## src/rtl/core/rpc_pkg.sv

```systemverilog
`timescale 1ns / 1ps
// ----------------------------------------------------------------------------
// rpc_pkg
// Shared widths, constants and stage types of the rectangular/polar CORDIC.
// ----------------------------------------------------------------------------
package rpc_pkg;

  localparam int DATA_WIDTH = 16;
  localparam int ITERATIONS = 16;

  // conversion kind carried with each word
  localparam logic KIND_RECT2POLAR = 1'b0;
  localparam logic KIND_POLAR2RECT = 1'b1;

  // operands are scaled up to 32 bits; three guard bits cover the cordic gain
  localparam int INT_SHIFT = 32 - DATA_WIDTH;
  localparam int XY_W      = 35;
  localparam int Z_W       = 34;
  localparam int RES_W     = DATA_WIDTH + 1;

  // gain removal: the wide multiply is split into a low and a high part
  localparam int GAIN_W    = 29;
  localparam int LO_W      = 17;
  localparam int HI_W      = XY_W - LO_W;
  localparam int PL_W      = LO_W + GAIN_W;
  localparam int PH_W      = HI_W + GAIN_W + 1;
  localparam int SUM_W     = 64;
  localparam int OUT_SHIFT = 29 + INT_SHIFT;

  localparam logic [GAIN_W-1:0] GainQ29  = GAIN_W'(326016437);
  localparam longint            Sqrt2Q31 = 64'd3037000500;

  localparam logic [SUM_W-1:0] ROUND_OUT = SUM_W'(1) << (OUT_SHIFT - 1);
  localparam logic [31:0]      ROUND_Z   = (INT_SHIFT > 0) ? (32'd1 << (INT_SHIFT - 1)) : 32'd0;

  localparam longint SAT_HI  = (longint'(1) << (DATA_WIDTH - 1)) - 1;
  localparam longint SAT_LO  = -(longint'(1) << (DATA_WIDTH - 1));
  localparam longint MAG_MAX = (((longint'(1) << (DATA_WIDTH - 1)) * Sqrt2Q31) >>> 31) + 1;

  localparam logic [Z_W-1:0] HALF_TURN = Z_W'(32'h8000_0000);

  // total cycles from an accepted word to its result strobe
  localparam int LATENCY = ITERATIONS + 4;

  // atan(2^-i), one full turn is 2^32
  localparam logic [31:0] ATAN_TAB [32] = '{
    32'h20000000, 32'h12E4051E, 32'h09FB385B, 32'h051111D4, 32'h028B0D43,
    32'h0145D7E1, 32'h00A2F61E, 32'h00517C55, 32'h0028BE53, 32'h00145F2F,
    32'h000A2F98, 32'h000517CC, 32'h00028BE6, 32'h000145F3, 32'h0000A2FA,
    32'h0000517D, 32'h000028BE, 32'h0000145F, 32'h00000A30, 32'h00000518,
    32'h0000028C, 32'h00000146, 32'h000000A3, 32'h00000051, 32'h00000029,
    32'h00000014, 32'h0000000A, 32'h00000005, 32'h00000003, 32'h00000001,
    32'h00000001, 32'h00000000
  };

  typedef struct packed {
    logic                   kind;
    logic                   origin;
    logic signed [XY_W-1:0] x;
    logic signed [XY_W-1:0] y;
    logic signed [Z_W-1:0]  z;
  } rpc_data_t;

  typedef struct packed {
    logic      valid;
    rpc_data_t data;
  } rpc_stage_t;

endpackage

```

## src/rtl/core/rpc_prep.sv

```systemverilog
`timescale 1ns / 1ps
// ----------------------------------------------------------------------------
// rpc_prep
// Input stage: scales the operands and folds them into the cordic range.
// ----------------------------------------------------------------------------
module rpc_prep (
  input  logic                                 clk_i,
  input  logic                                 rst_ni,
  input  logic                                 accept_i,
  input  logic                                 kind_i,
  input  logic signed [rpc_pkg::DATA_WIDTH-1:0] first_operand_i,
  input  logic signed [rpc_pkg::DATA_WIDTH-1:0] second_operand_i,
  output rpc_pkg::rpc_stage_t                  stage_o
);
  import rpc_pkg::*;

  logic signed [XY_W-1:0] a_s;
  logic signed [XY_W-1:0] b_s;
  logic [31:0]            ang;
  logic [31:0]            ang_fold;
  logic                   fold;
  rpc_data_t              data_d;
  rpc_data_t              data_q;
  logic                   valid_q;

  assign a_s = XY_W'(first_operand_i) <<< INT_SHIFT;
  assign b_s = XY_W'(second_operand_i) <<< INT_SHIFT;

  // second and third quadrant angles get turned by pi
  assign ang      = 32'($unsigned(second_operand_i)) << INT_SHIFT;
  assign fold     = ang[31] ^ ang[30];
  assign ang_fold = fold ? (ang ^ 32'h8000_0000) : ang;

  always_comb begin
    data_d.kind   = kind_i;
    data_d.origin = 1'b0;
    data_d.x      = a_s;
    data_d.y      = b_s;
    data_d.z      = '0;
    if (kind_i == KIND_RECT2POLAR) begin
      data_d.origin = (first_operand_i == '0) && (second_operand_i == '0);
      if (a_s < 0) begin
        data_d.x = -a_s;
        data_d.y = -b_s;
        data_d.z = HALF_TURN;
      end
    end else begin
      data_d.x = fold ? -a_s : a_s;
      data_d.y = '0;
      data_d.z = Z_W'($signed(ang_fold));
    end
  end

  always_ff @(posedge clk_i or negedge rst_ni) begin
    if (!rst_ni) begin
      valid_q <= 1'b0;
    end else begin
      valid_q <= accept_i;
    end
  end

  always_ff @(posedge clk_i) begin
    data_q <= data_d;
  end

  assign stage_o.valid = valid_q;
  assign stage_o.data  = data_q;

endmodule

```

## config.mk

```make
export PLATFORM = sky130hd
export DESIGN_NAME = rpc_prep
export DESIGN_NICKNAME = d
export VERILOG_FILES = /design/src/rtl/core/rpc_pkg.sv /design/src/rtl/core/rpc_prep.sv
export SDC_FILE = /design/constraint.sdc
export NUM_CORES = 1
export LEC_CHECK = 0
export BUFFER_PORTS_ARGS = -buffer_cell sky130_fd_sc_hd__buf_2
export CAP_MARGIN = 20
export CORE_MARGIN = 8
export CORE_UTILIZATION = 25
export DETAILED_ROUTE_END_ITERATION = 10
export SYNTH_ARGS = -nofsm -noshare
export SYNTH_HDL_FRONTEND = slang
export SYNTH_SLANG_ARGS = --single-unit
```

## constraint.sdc

```tcl
create_clock -name clk_i -period 0.95 [get_ports clk_i]
set_input_delay 0.19 -clock clk_i [delete_from_list [all_inputs] [get_ports clk_i]]
set_output_delay 0.19 -clock clk_i [all_outputs]
set_load 0.005 [all_outputs]
```

==> reports/results.ini <==
[run_status]
status = finished, violations left
violations = setup timing

[cells_and_area]
area_growth_pct = 76.6
register_area_sq_um = 1190
fin_cells = 595
fin_util_pct = 45.2
finish.net_count = 497
antennaDiodeCount = 0
fillers = 931
drive_gt1_share_pct = 60.1
multi_input_area_sq_um = 1620

[power_and_ir_drop]
ir_drop_mv = 0.649
p_leak_uw = 0.00225
p_total_uw = 6220
p_per_area_nw_per_um2 = 1340

[synthesis]
yosysTopAreaCell = dfxtp_1
ys_ff_latch = 58
synth_area_per_cell_sq_um = 9.59
ys_seq_area_share_pct = 44.4
synth_ff_type = dfxtp_1
syn_area_sq_um = 2630
synth_edf_count = 0
yosysWarnings = 0
syn-instance-count = 274
yosysUniqueCellTypes = 37
synth_top_area_share_pct = 43.4
synthTopCellsByArea = dfxtp_1, buf_4, xor2_1, and2_1, ha_1
ys_async_sr_fraction_pct = 1.72

[place]
dpl.cell_count = 550
io_buffers = 94
dpl.hpwl_um = 5810
dp_slack_ps = -929
gp_congestion = 0.771

[timing]
rsz0062_at_grt = true
worst_hold_slack_ps = 79.6
setup_viol = 39
finalHoldViolations = 0
layout_min_cycle_time_ps = 1520
max_freq_mhz = 660
slew_viol_final = 0
finalWorstSetupSlack_ps = -565
timing.final.crit_share_pct = 159

[detailed_routing]
wl_per_cell_um = 13.5
ant_nets = 0
drt-pass1-iter-count = 4
vias = 2391
drc = 0
drtIter0Drc = 85
routed_wl_um = 8060
via_per_inst = 4.02

[clock_tree]
cts_made_buffers = 9
htreeDepth = 3
cts_num_sinks = 58
cts-root-buf = clkbuf_8
cts_tree = done
cts.clk_slew.worst_paths_ps = 70
clk_path_buf_depth = 2

[worst_setup_path]
worstPathArrival_ps = 1780
crit_fanout = 4
path_common_cell = or4_4
cp-end-kind = flop
path_cells = buf_8 > or4_4 > or4_4 > o21ai_4 > mux2i_1
start_kind = input pin
crit_start = second_operand_i[8]
cp.required_ps = 1220
worst-setup-path-type = in2reg
slowest_stage = or4_4
max_stage_delay_ps = 580

[global_routing]
grt_max_degree = 18
track_usage_pct = 11.0
antenna_found_initial = 0
grt_overflow_total = 0
grt_pass1_wl_um = 12500
grt_pass1_vias = 2630

[worst_hold_path]
hold_path.startpoint = second_operand_i[0]
min_path_type = in2reg

[floorplan]
chipHeight_um = 119
design.die.area_sq_um = 14000
die_width_um = 119
rows = 37
io_pins = 143
coreArea_sq_um = 10300
initial_utilization_pct = 25.6

[run]
drv_cap = 0

[cell usage in the layout, fill, tap and decap left out, types with 3 or more instances in the layout]
| cell | instances |
|---|---|
| conb_1 | 48 |
| o41ai_4 | 6 |
| xor2_1 | 20 |
| buf_8 | 5 |
| clkbuf_8 | 11 |
| nand2_1 | 6 |
| ha_1 | 4 |
| buf_2 | 67 |
| dfxtp_2 | 19 |
| or3_1 | 4 |
| a21oi_2 | 6 |
| buf_4 | 69 |
| inv_1 | 3 |
| mux2_4 | 3 |
| nor2_1 | 19 |
| and2_1 | 14 |
| buf_12 | 4 |
| ha_4 | 3 |
| or4_4 | 4 |
| buf_6 | 34 |
| xnor2_1 | 4 |
| o21ai_2 | 3 |
| o31ai_4 | 3 |
| clkinv_2 | 3 |
| mux2i_1 | 4 |
| nand2_4 | 3 |
| dfxtp_1 | 38 |
| or2_2 | 3 |
| a31oi_4 | 3 |
[per-stage QoR]
| stage | instance area [sq um] | TNS (ps) |
|---|---|---|
| 4_1_cts | 4330 | -8470 |
| 5_1_grt | 4640 | -11360 |
| 2_1_floorplan | 3080 | -13540 |
| 3_3_place_gp | 3720 | -21870 |
| 6_report | 4640 | -8860 |
| 3_5_place_dp | 3720 | -22650 |
[cell type report]
cell class	instances	share of cell area (%)
Timing Repair Buffer	181	30.4
Multi-Input combinational cell	195	34.9
Sequential cell	58	25.6
Inverter	9	1.59
Tap cell	136	3.67
Clock inverter	3	0.324
Clock buffer	13	3.42
[where the power goes]
part           switching [uW]  internal [uW]  total, uW
sequential               66.1           2670       2730
combinational             681            807       1490
clock                     926           1080       2000
total                    1670           4550       6220
[registers in the layout, indices dropped and copies added, names as in the netlist]
register  cells
valid_q       1
stage_o      57
[kinds of logic (layout without fill, tap and decap cells)]
kind of cell / count (synthesis) / after routing / synth area share [%]
fa+ha+maj: 7 / 7 / 3.33
other cells: 1 / 48 / 0.143
xor+xnor: 25 / 25 / 8.33
simple gates: 76 / 76 / 15.9
buf+inv: 68 / 206 / 16.9
flops: 58 / 58 / 44.4
compound gates: 31 / 31 / 7.81
mux: 8 / 8 / 3.24
[synth_stat cells (all sizes together) (2+ instances only)]
library cell and instances:
xnor2 5, mux2 4, o31ai 6, nand2 10, inv 9, or2 4, and2 16, nor2 21
nand2b 2, dfxtp 57, nor3 4, a21oi 8, clkbuf 6, or3 5, or4 4, ha 7
buf 53, xor2 20, a31oi 3, o41ai 6, o21ai 6, mux2i 4, nand4 2, nor4 3
[layer usage]
metal	vias up	GRT usage [%]	part of all wire (%)
met5	-	0	0
met4	0	5.53	2.1
met3	10	3.66	6.0
met2	91	20.0	54
met1	1113	11.1	38
li1	1177	-	-
[path summary, 6_finish.rpt]
path                       depth (start not counted)  slack, ps           to
setup / recovery                                   5       -570  stage_o[66]
hold / removal                                     3         80  stage_o[50]
max in group asynchronous                          2        710      valid_q
min in group asynchronous                          2        150      valid_q
[repair_timing]
item                                    in CTS  in global routing
hold endpoints to repair                     2                  0
gates resized for setup                     70                 45
setup buffers                               13                 17
endpoints found under the setup margin      84                 91
pin swaps                                   27                 27
hold buffers                                 2                  0
[worst max-delay path: cells and delay by family]
kind            cells  cell delay, ps
compound gates      1             190
mux                 1             200
buf+inv             1             100
simple gates        2            1100
No activity file was read; power rests on OpenSTA's default activity.
