`src/rtl/core/rpc_pkg.sv`:
```
`timescale 1ns / 1ps
// ----------------------------------------------------------------------------
// rpc_pkg
// Shared widths, constants and stage types of the rectangular/polar CORDIC.
// ----------------------------------------------------------------------------
package rpc_pkg;

  localparam int DATA_WIDTH = 16;
  localparam int ITERATIONS = 16;

  // conversion kind carried with each word
  localparam logic KIND_RECT2POLAR = 1'b0;
  localparam logic KIND_POLAR2RECT = 1'b1;

  // operands are scaled up to 32 bits; three guard bits cover the cordic gain
  localparam int INT_SHIFT = 32 - DATA_WIDTH;
  localparam int XY_W      = 35;
  localparam int Z_W       = 34;
  localparam int RES_W     = DATA_WIDTH + 1;

  // gain removal: the wide multiply is split into a low and a high part
  localparam int GAIN_W    = 29;
  localparam int LO_W      = 17;
  localparam int HI_W      = XY_W - LO_W;
  localparam int PL_W      = LO_W + GAIN_W;
  localparam int PH_W      = HI_W + GAIN_W + 1;
  localparam int SUM_W     = 64;
  localparam int OUT_SHIFT = 29 + INT_SHIFT;

  localparam logic [GAIN_W-1:0] GainQ29  = GAIN_W'(326016437);
  localparam longint            Sqrt2Q31 = 64'd3037000500;

  localparam logic [SUM_W-1:0] ROUND_OUT = SUM_W'(1) << (OUT_SHIFT - 1);
  localparam logic [31:0]      ROUND_Z   = (INT_SHIFT > 0) ? (32'd1 << (INT_SHIFT - 1)) : 32'd0;

  localparam longint SAT_HI  = (longint'(1) << (DATA_WIDTH - 1)) - 1;
  localparam longint SAT_LO  = -(longint'(1) << (DATA_WIDTH - 1));
  localparam longint MAG_MAX = (((longint'(1) << (DATA_WIDTH - 1)) * Sqrt2Q31) >>> 31) + 1;

  localparam logic [Z_W-1:0] HALF_TURN = Z_W'(32'h8000_0000);

  // total cycles from an accepted word to its result strobe
  localparam int LATENCY = ITERATIONS + 4;

  // atan(2^-i), one full turn is 2^32
  localparam logic [31:0] ATAN_TAB [32] = '{
    32'h20000000, 32'h12E4051E, 32'h09FB385B, 32'h051111D4, 32'h028B0D43,
    32'h0145D7E1, 32'h00A2F61E, 32'h00517C55, 32'h0028BE53, 32'h00145F2F,
    32'h000A2F98, 32'h000517CC, 32'h00028BE6, 32'h000145F3, 32'h0000A2FA,
    32'h0000517D, 32'h000028BE, 32'h0000145F, 32'h00000A30, 32'h00000518,
    32'h0000028C, 32'h00000146, 32'h000000A3, 32'h00000051, 32'h00000029,
    32'h00000014, 32'h0000000A, 32'h00000005, 32'h00000003, 32'h00000001,
    32'h00000001, 32'h00000000
  };

  typedef struct packed {
    logic                   kind;
    logic                   origin;
    logic signed [XY_W-1:0] x;
    logic signed [XY_W-1:0] y;
    logic signed [Z_W-1:0]  z;
  } rpc_data_t;

  typedef struct packed {
    logic      valid;
    rpc_data_t data;
  } rpc_stage_t;

endpackage

```
`src/rtl/core/rpc_scale.sv`:
```
`timescale 1ns / 1ps
// ----------------------------------------------------------------------------
// rpc_scale
// Gain removal, rounding and saturation over three registered stages.
// ----------------------------------------------------------------------------
module rpc_scale (
  input  logic                                  clk_i,
  input  logic                                  rst_ni,
  input  rpc_pkg::rpc_stage_t                   stage_i,
  output logic                                  done_o,
  output logic signed [rpc_pkg::RES_W-1:0]      first_result_o,
  output logic signed [rpc_pkg::DATA_WIDTH-1:0] second_result_o
);
  import rpc_pkg::*;

  // stage 1: partial products
  logic [PL_W-1:0]          plx_d, ply_d, plx_q, ply_q;
  logic signed [PH_W-1:0]   phx_d, phy_d, phx_q, phy_q;
  logic [31:0]              ang_sum;
  logic [DATA_WIDTH-1:0]    ang_d, ang1_q, ang2_q;
  logic                     kind1_q, origin1_q, kind2_q, origin2_q;
  logic                     valid1_q, valid2_q;

  // stage 2: full products with rounding
  logic signed [SUM_W-1:0]  sx_d, sy_d, sx_q, sy_q;

  // stage 3: shift and clamp
  logic signed [SUM_W-1:0]  rx, ry;
  logic signed [RES_W-1:0]      first_d;
  logic signed [DATA_WIDTH-1:0] second_d;

  assign plx_d = PL_W'(stage_i.data.x[LO_W-1:0]) * PL_W'(GainQ29);
  assign ply_d = PL_W'(stage_i.data.y[LO_W-1:0]) * PL_W'(GainQ29);
  assign phx_d = PH_W'($signed(stage_i.data.x[XY_W-1:LO_W])) * PH_W'($signed({1'b0, GainQ29}));
  assign phy_d = PH_W'($signed(stage_i.data.y[XY_W-1:LO_W])) * PH_W'($signed({1'b0, GainQ29}));

  // angle wraps modulo a full turn, round to nearest
  assign ang_sum = stage_i.data.z[31:0] + ROUND_Z;
  assign ang_d   = ang_sum[31 -: DATA_WIDTH];

  assign sx_d = (SUM_W'(phx_q) <<< LO_W) + $signed(SUM_W'(plx_q)) + $signed(ROUND_OUT);
  assign sy_d = (SUM_W'(phy_q) <<< LO_W) + $signed(SUM_W'(ply_q)) + $signed(ROUND_OUT);

  assign rx = sx_q >>> OUT_SHIFT;
  assign ry = sy_q >>> OUT_SHIFT;

  always_comb begin
    if (kind2_q == KIND_RECT2POLAR) begin
      if (origin2_q || rx < 0) begin
        first_d = '0;
      end else if (rx > MAG_MAX) begin
        first_d = RES_W'(MAG_MAX);
      end else begin
        first_d = RES_W'(rx);
      end
      second_d = origin2_q ? '0 : ang2_q;
    end else begin
      if (rx > SAT_HI) begin
        first_d = RES_W'(SAT_HI);
      end else if (rx < SAT_LO) begin
        first_d = RES_W'(SAT_LO);
      end else begin
        first_d = RES_W'(rx);
      end
      if (ry > SAT_HI) begin
        second_d = DATA_WIDTH'(SAT_HI);
      end else if (ry < SAT_LO) begin
        second_d = DATA_WIDTH'(SAT_LO);
      end else begin
        second_d = DATA_WIDTH'(ry);
      end
    end
  end

  always_ff @(posedge clk_i or negedge rst_ni) begin
    if (!rst_ni) begin
      valid1_q <= 1'b0;
      valid2_q <= 1'b0;
      done_o   <= 1'b0;
    end else begin
      valid1_q <= stage_i.valid;
      valid2_q <= valid1_q;
      done_o   <= valid2_q;
    end
  end

  always_ff @(posedge clk_i) begin
    plx_q           <= plx_d;
    ply_q           <= ply_d;
    phx_q           <= phx_d;
    phy_q           <= phy_d;
    ang1_q          <= ang_d;
    kind1_q         <= stage_i.data.kind;
    origin1_q       <= stage_i.data.origin;
    sx_q            <= sx_d;
    sy_q            <= sy_d;
    ang2_q          <= ang1_q;
    kind2_q         <= kind1_q;
    origin2_q       <= origin1_q;
    first_result_o  <= first_d;
    second_result_o <= second_d;
  end

endmodule

```
`config.mk`:
```
export PLATFORM = sky130hd
export DESIGN_NAME = rpc_scale
export DESIGN_NICKNAME = d
export VERILOG_FILES = /design/src/rtl/core/rpc_pkg.sv /design/src/rtl/core/rpc_scale.sv
export SDC_FILE = /design/constraint.sdc
export NUM_CORES = 2
export LEC_CHECK = 0
export ABC_CLOCK_PERIOD_IN_PS = 6600
export BUFFER_PORTS_ARGS = -buffer_cell sky130_fd_sc_hd__buf_2
export CELL_PAD_IN_SITES_DETAIL_PLACEMENT = 0
export CELL_PAD_IN_SITES_GLOBAL_PLACEMENT = 1
export CORE_UTILIZATION = 28
export CTS_CLUSTER_SIZE = 14
export DETAILED_ROUTE_END_ITERATION = 8
export PLACE_DENSITY = 0.56
export SYNTH_ARGS = -nofsm -noshare
export SYNTH_HDL_FRONTEND = slang
export SYNTH_SLANG_ARGS = --single-unit
```
`constraint.sdc`:
```
create_clock -name clk_i -period 6.6 [get_ports clk_i]
set_input_delay 0.33 -clock clk_i [delete_from_list [all_inputs] [get_ports clk_i]]
set_output_delay 0.33 -clock clk_i [all_outputs]
set_load 0.005 [all_outputs]
```
==> metrics.md <==
| Metric | Value |
|---|---|
| Status | `completed` |
| Antenna Cells | `0` |
| Clock Sinks | `262` |
| Core ar. | `152000 um2` |
| Synth Area in Compound Gates | `0.0769` |
| CP Buf/Inv Count | `7` |
| Number of buffers created by CTS | `31` |
| Asr flop ratio synth | `0.0115` |
| CP Max Fanout | `6` |
| CTS tree | `yes` |
| Max-slew violations | `0` |
| Number of I/O port buffers | `125` |
| Top_reg_cell synth | `dfxtp_1` |
| Fmax | `0.159 GHz` |
| Fin Setup TNS | `0 ps` |
| Delay of the slowest cell on the worst path | `560 ps` |
| Synth Net Count | `5925` |
| Total GRT Usage | `0.147` |
| Number of flops mapped to enable cells by yosys | `0` |
| Crit path cell chain | `dlygate4sd3_1, buf_2, fa_1, inv_1, fa_1, inv_1, ha_1, inv_1, fa_1, inv_1, fa_1, fa_1, ha_1, nand4_1, nor3_1, o311ai_0, buf_4, nand4_1, nand2_1, o211ai_1, a211oi_1, or3b_1, a311o_1, xnor2_1` |
| # IOs | `143` |
| Register area share after synthesis | `0.123` |
| Worst rel slew slack | `0.194` |
| Post-Synth XOR/XNOR Area | `0.0373` |
| Cell area after placement | `48000 um2` |
| Simple-Gate Fraction of Synth Area | `0.0454` |
| Largest net degree at the start of global routing | `17` |
| Synth Area in Adders | `0.605` |
| Worst min path class | `in -> async` |
| GPL Wtd Cong | `0.910` |
| Critical Path Sink Type | `register` |
| GR Overflow Total | `0` |
| Share of cells above drive strength 1 | `0.101` |
| Worst Path Arrival | `6770 ps` |
| Filler cell count | `16000` |
| Via/cell ratio | `4.20` |
| Post-layout min period | `6300 ps` |
| Slowest CP cell | `fa_1` |
| Detail Route Antenna Nets | `0` |
| H-tree depth | `1` |
| Most frequent cells in the layout | `1272 x inv_1, 804 x fa_1, 791 x ha_1, 259 x dfxtp_1, 257 x buf_4` |
| Main combinational cell family by area after synthesis | `adder cells` |
| Max Buffers Root-to-Sink | `3` |
| Root buf cell | `clkbuf_16` |
| Post-synth cell types | `72` |
| Die Area | `155000 um2` |
| Total routed wirelength | `110000 um` |
| Mapped Area | `42900 um2` |
| Yosys reg bits | `262` |
| Synth Warn # | `0` |
| RSZ-0062 raised after global routing | `false` |
| Setup crit start kind | `input pin` |
| Worst Path Required | `7070 ps` |
| Drt pass-1 iters | `4` |
| First-pass GRT wire length | `178000 um` |
| Vias in the first global route | `32000` |
| Mux share of post-synthesis cell area | `0` |
| Starting Density | `0.282` |
| Critical path's most frequent cell | `fa_1` |
| Finished Cell Area | `49300 um2` |
| Worst slew pin tran | `1200 ps` |
| 1st-iter DRT viols | `1014` |
| Final Setup Violations | `0` |
| Die height | `394 um` |
| Avg Inst Size Synth | `10.2 um2` |
| HPWL after DPL | `101000 um` |
| Layout Nets | `6350` |
| Clock-pin slew on the worst setup and hold paths | `60 ps` |
| Worst Skew | `23.1 ps` |
| DR WL/cell | `16.4 um` |
| Fin. Hold Viols | `0` |
| Initial antenna violation count | `4` |
| Max-cap violations | `0` |
| Top delay family on crit path | `adder cells` |
| DRC viols | `0` |
| Clock Latency Late Sink | `600 ps` |
| Cell Rows | `143` |
| Synth Instances | `4221` |
| Leading cell type in the layout, fill and taps excluded | `inv_1` |
| Die Width | `394 um` |
| Synthesis-to-layout area growth | `14.7%` |
| Final Cycle Share | `0.954` |
| Kind of critical path | `in -> reg` |
| Vias | `28100` |
## worst paths after layout
| check | from | cells past startpoint | endpoint | slack [ps] |
|---|---|---|---|---|
| max reg2reg | ply_q[19]$_DFF_P_ | 12 | sy_q[54]$_DFF_P_ | 2830 |
| min in group clk_i | stage_i[28] | 3 | ang1_q[12]$_DFF_P_ | 60 |
| max in group asynchronous | rst_ni | 2 | valid2_q$_DFF_PN0_ | 6440 |
| min | rst_ni | 2 | done_o$_DFF_PN0_ | 50 |
| min reg2reg | ang1_q[4]$_DFF_P_ | 0 | ang2_q[4]$_DFF_P_ | 320 |
| max | stage_i[51] | 24 | phy_q[46]$_DFF_P_ | 300 |
## state kept, by name, summed over array words and instances (netlist names), 16 cells and up
register	flops
sy_q	19
phy_q	47
phx_q	47
second_result_o	16
ply_q	29
first_result_o	17
plx_q	29
ang1_q	16
sx_q	19
ang2_q	16
## Yosys cell counts (all sizes together), types with 4 or more instances
master,n,share of area
o2111ai,5,0.0010
and4,8,0.0016
xor2,61,0.012
dfxtp,259,0.12
nor3,19,0.0022
a31oi,16,0.0028
o21ai,96,0.011
o211ai,8,0.0015
nand3,45,0.0052
ha,791,0.23
nand2b,11,0.0016
or3,6,0.00087
and3,17,0.0025
clkbuf,7,0.00061
nor2b,19,0.0028
a21boi,4,0.00070
a211oi,16,0.0029
or2,17,0.0025
and2,10,0.0015
fa,804,0.37
a21oi,155,0.018
o21bai,20,0.0035
xnor2,122,0.025
a311o,4,0.00093
nor2,90,0.0079
nand2,121,0.011
inv,1272,0.11
a41oi,7,0.0016
a2111oi,6,0.0015
o21a,24,0.0042
a21o,100,0.017
nand4,31,0.0045
a221oi,8,0.0021
## what timing repair did
action,4_1_cts,5_1_grt
hold endpoints to repair,22,0
hold buffers,20,0
buffers inserted,0,1
endpoints found under the setup margin,0,5
gates resized for setup,0,3
## cell type report
| cell class | instances | area, um2 | share of cell area |
|---|---|---|---|
| clock buffer | 46 | 882 | 0.0179 |
| sequential | 262 | 5260 | 0.107 |
| multi-input combinational | 2677 | 32900 | 0.667 |
| timing repair buffer | 402 | 2760 | 0.0559 |
| clock inverter | 11 | 190 | 0.00386 |
| tap | 2030 | 2540 | 0.0516 |
| inverter | 1272 | 4770 | 0.0969 |
## cell families (layout without fill, tap and decap cells)
logic type      after synthesis  count (layout)
simple gates                401             401
compound gates              498             498
buf+inv                    1282            1731
fa+ha+maj                  1595            1595
flops                       262             262
xor+xnor                    183             183
## per-stage QoR
stage,hold slack [ps],util,cells,worst slack (ps)
CTS,8.43,0.324,6699,153
detailed placement,128,0.315,6622,7.30
global route,27.2,0.324,6700,37.5
global placement,123,0.315,6622,114
floorplan,34.4,-,4221,763
finish,49.1,0.324,6700,302
## layer usage
| layer | global-route usage | vias to the layer above | share of wire |
|---|---|---|---|
| li1 | - | 13900 | - |
| met1 | 0.195 | 13900 | 0.46 |
| met2 | 0.263 | 274 | 0.50 |
| met3 | 0.0166 | 63 | 0.028 |
| met4 | 0.0140 | 2 | 0.0091 |
| met5 | 0 | - | 0.00012 |
Power is left out: the tool's default activity adds up to more than one toggle a clock period on the data nets, which glitch-free logic cannot reach.
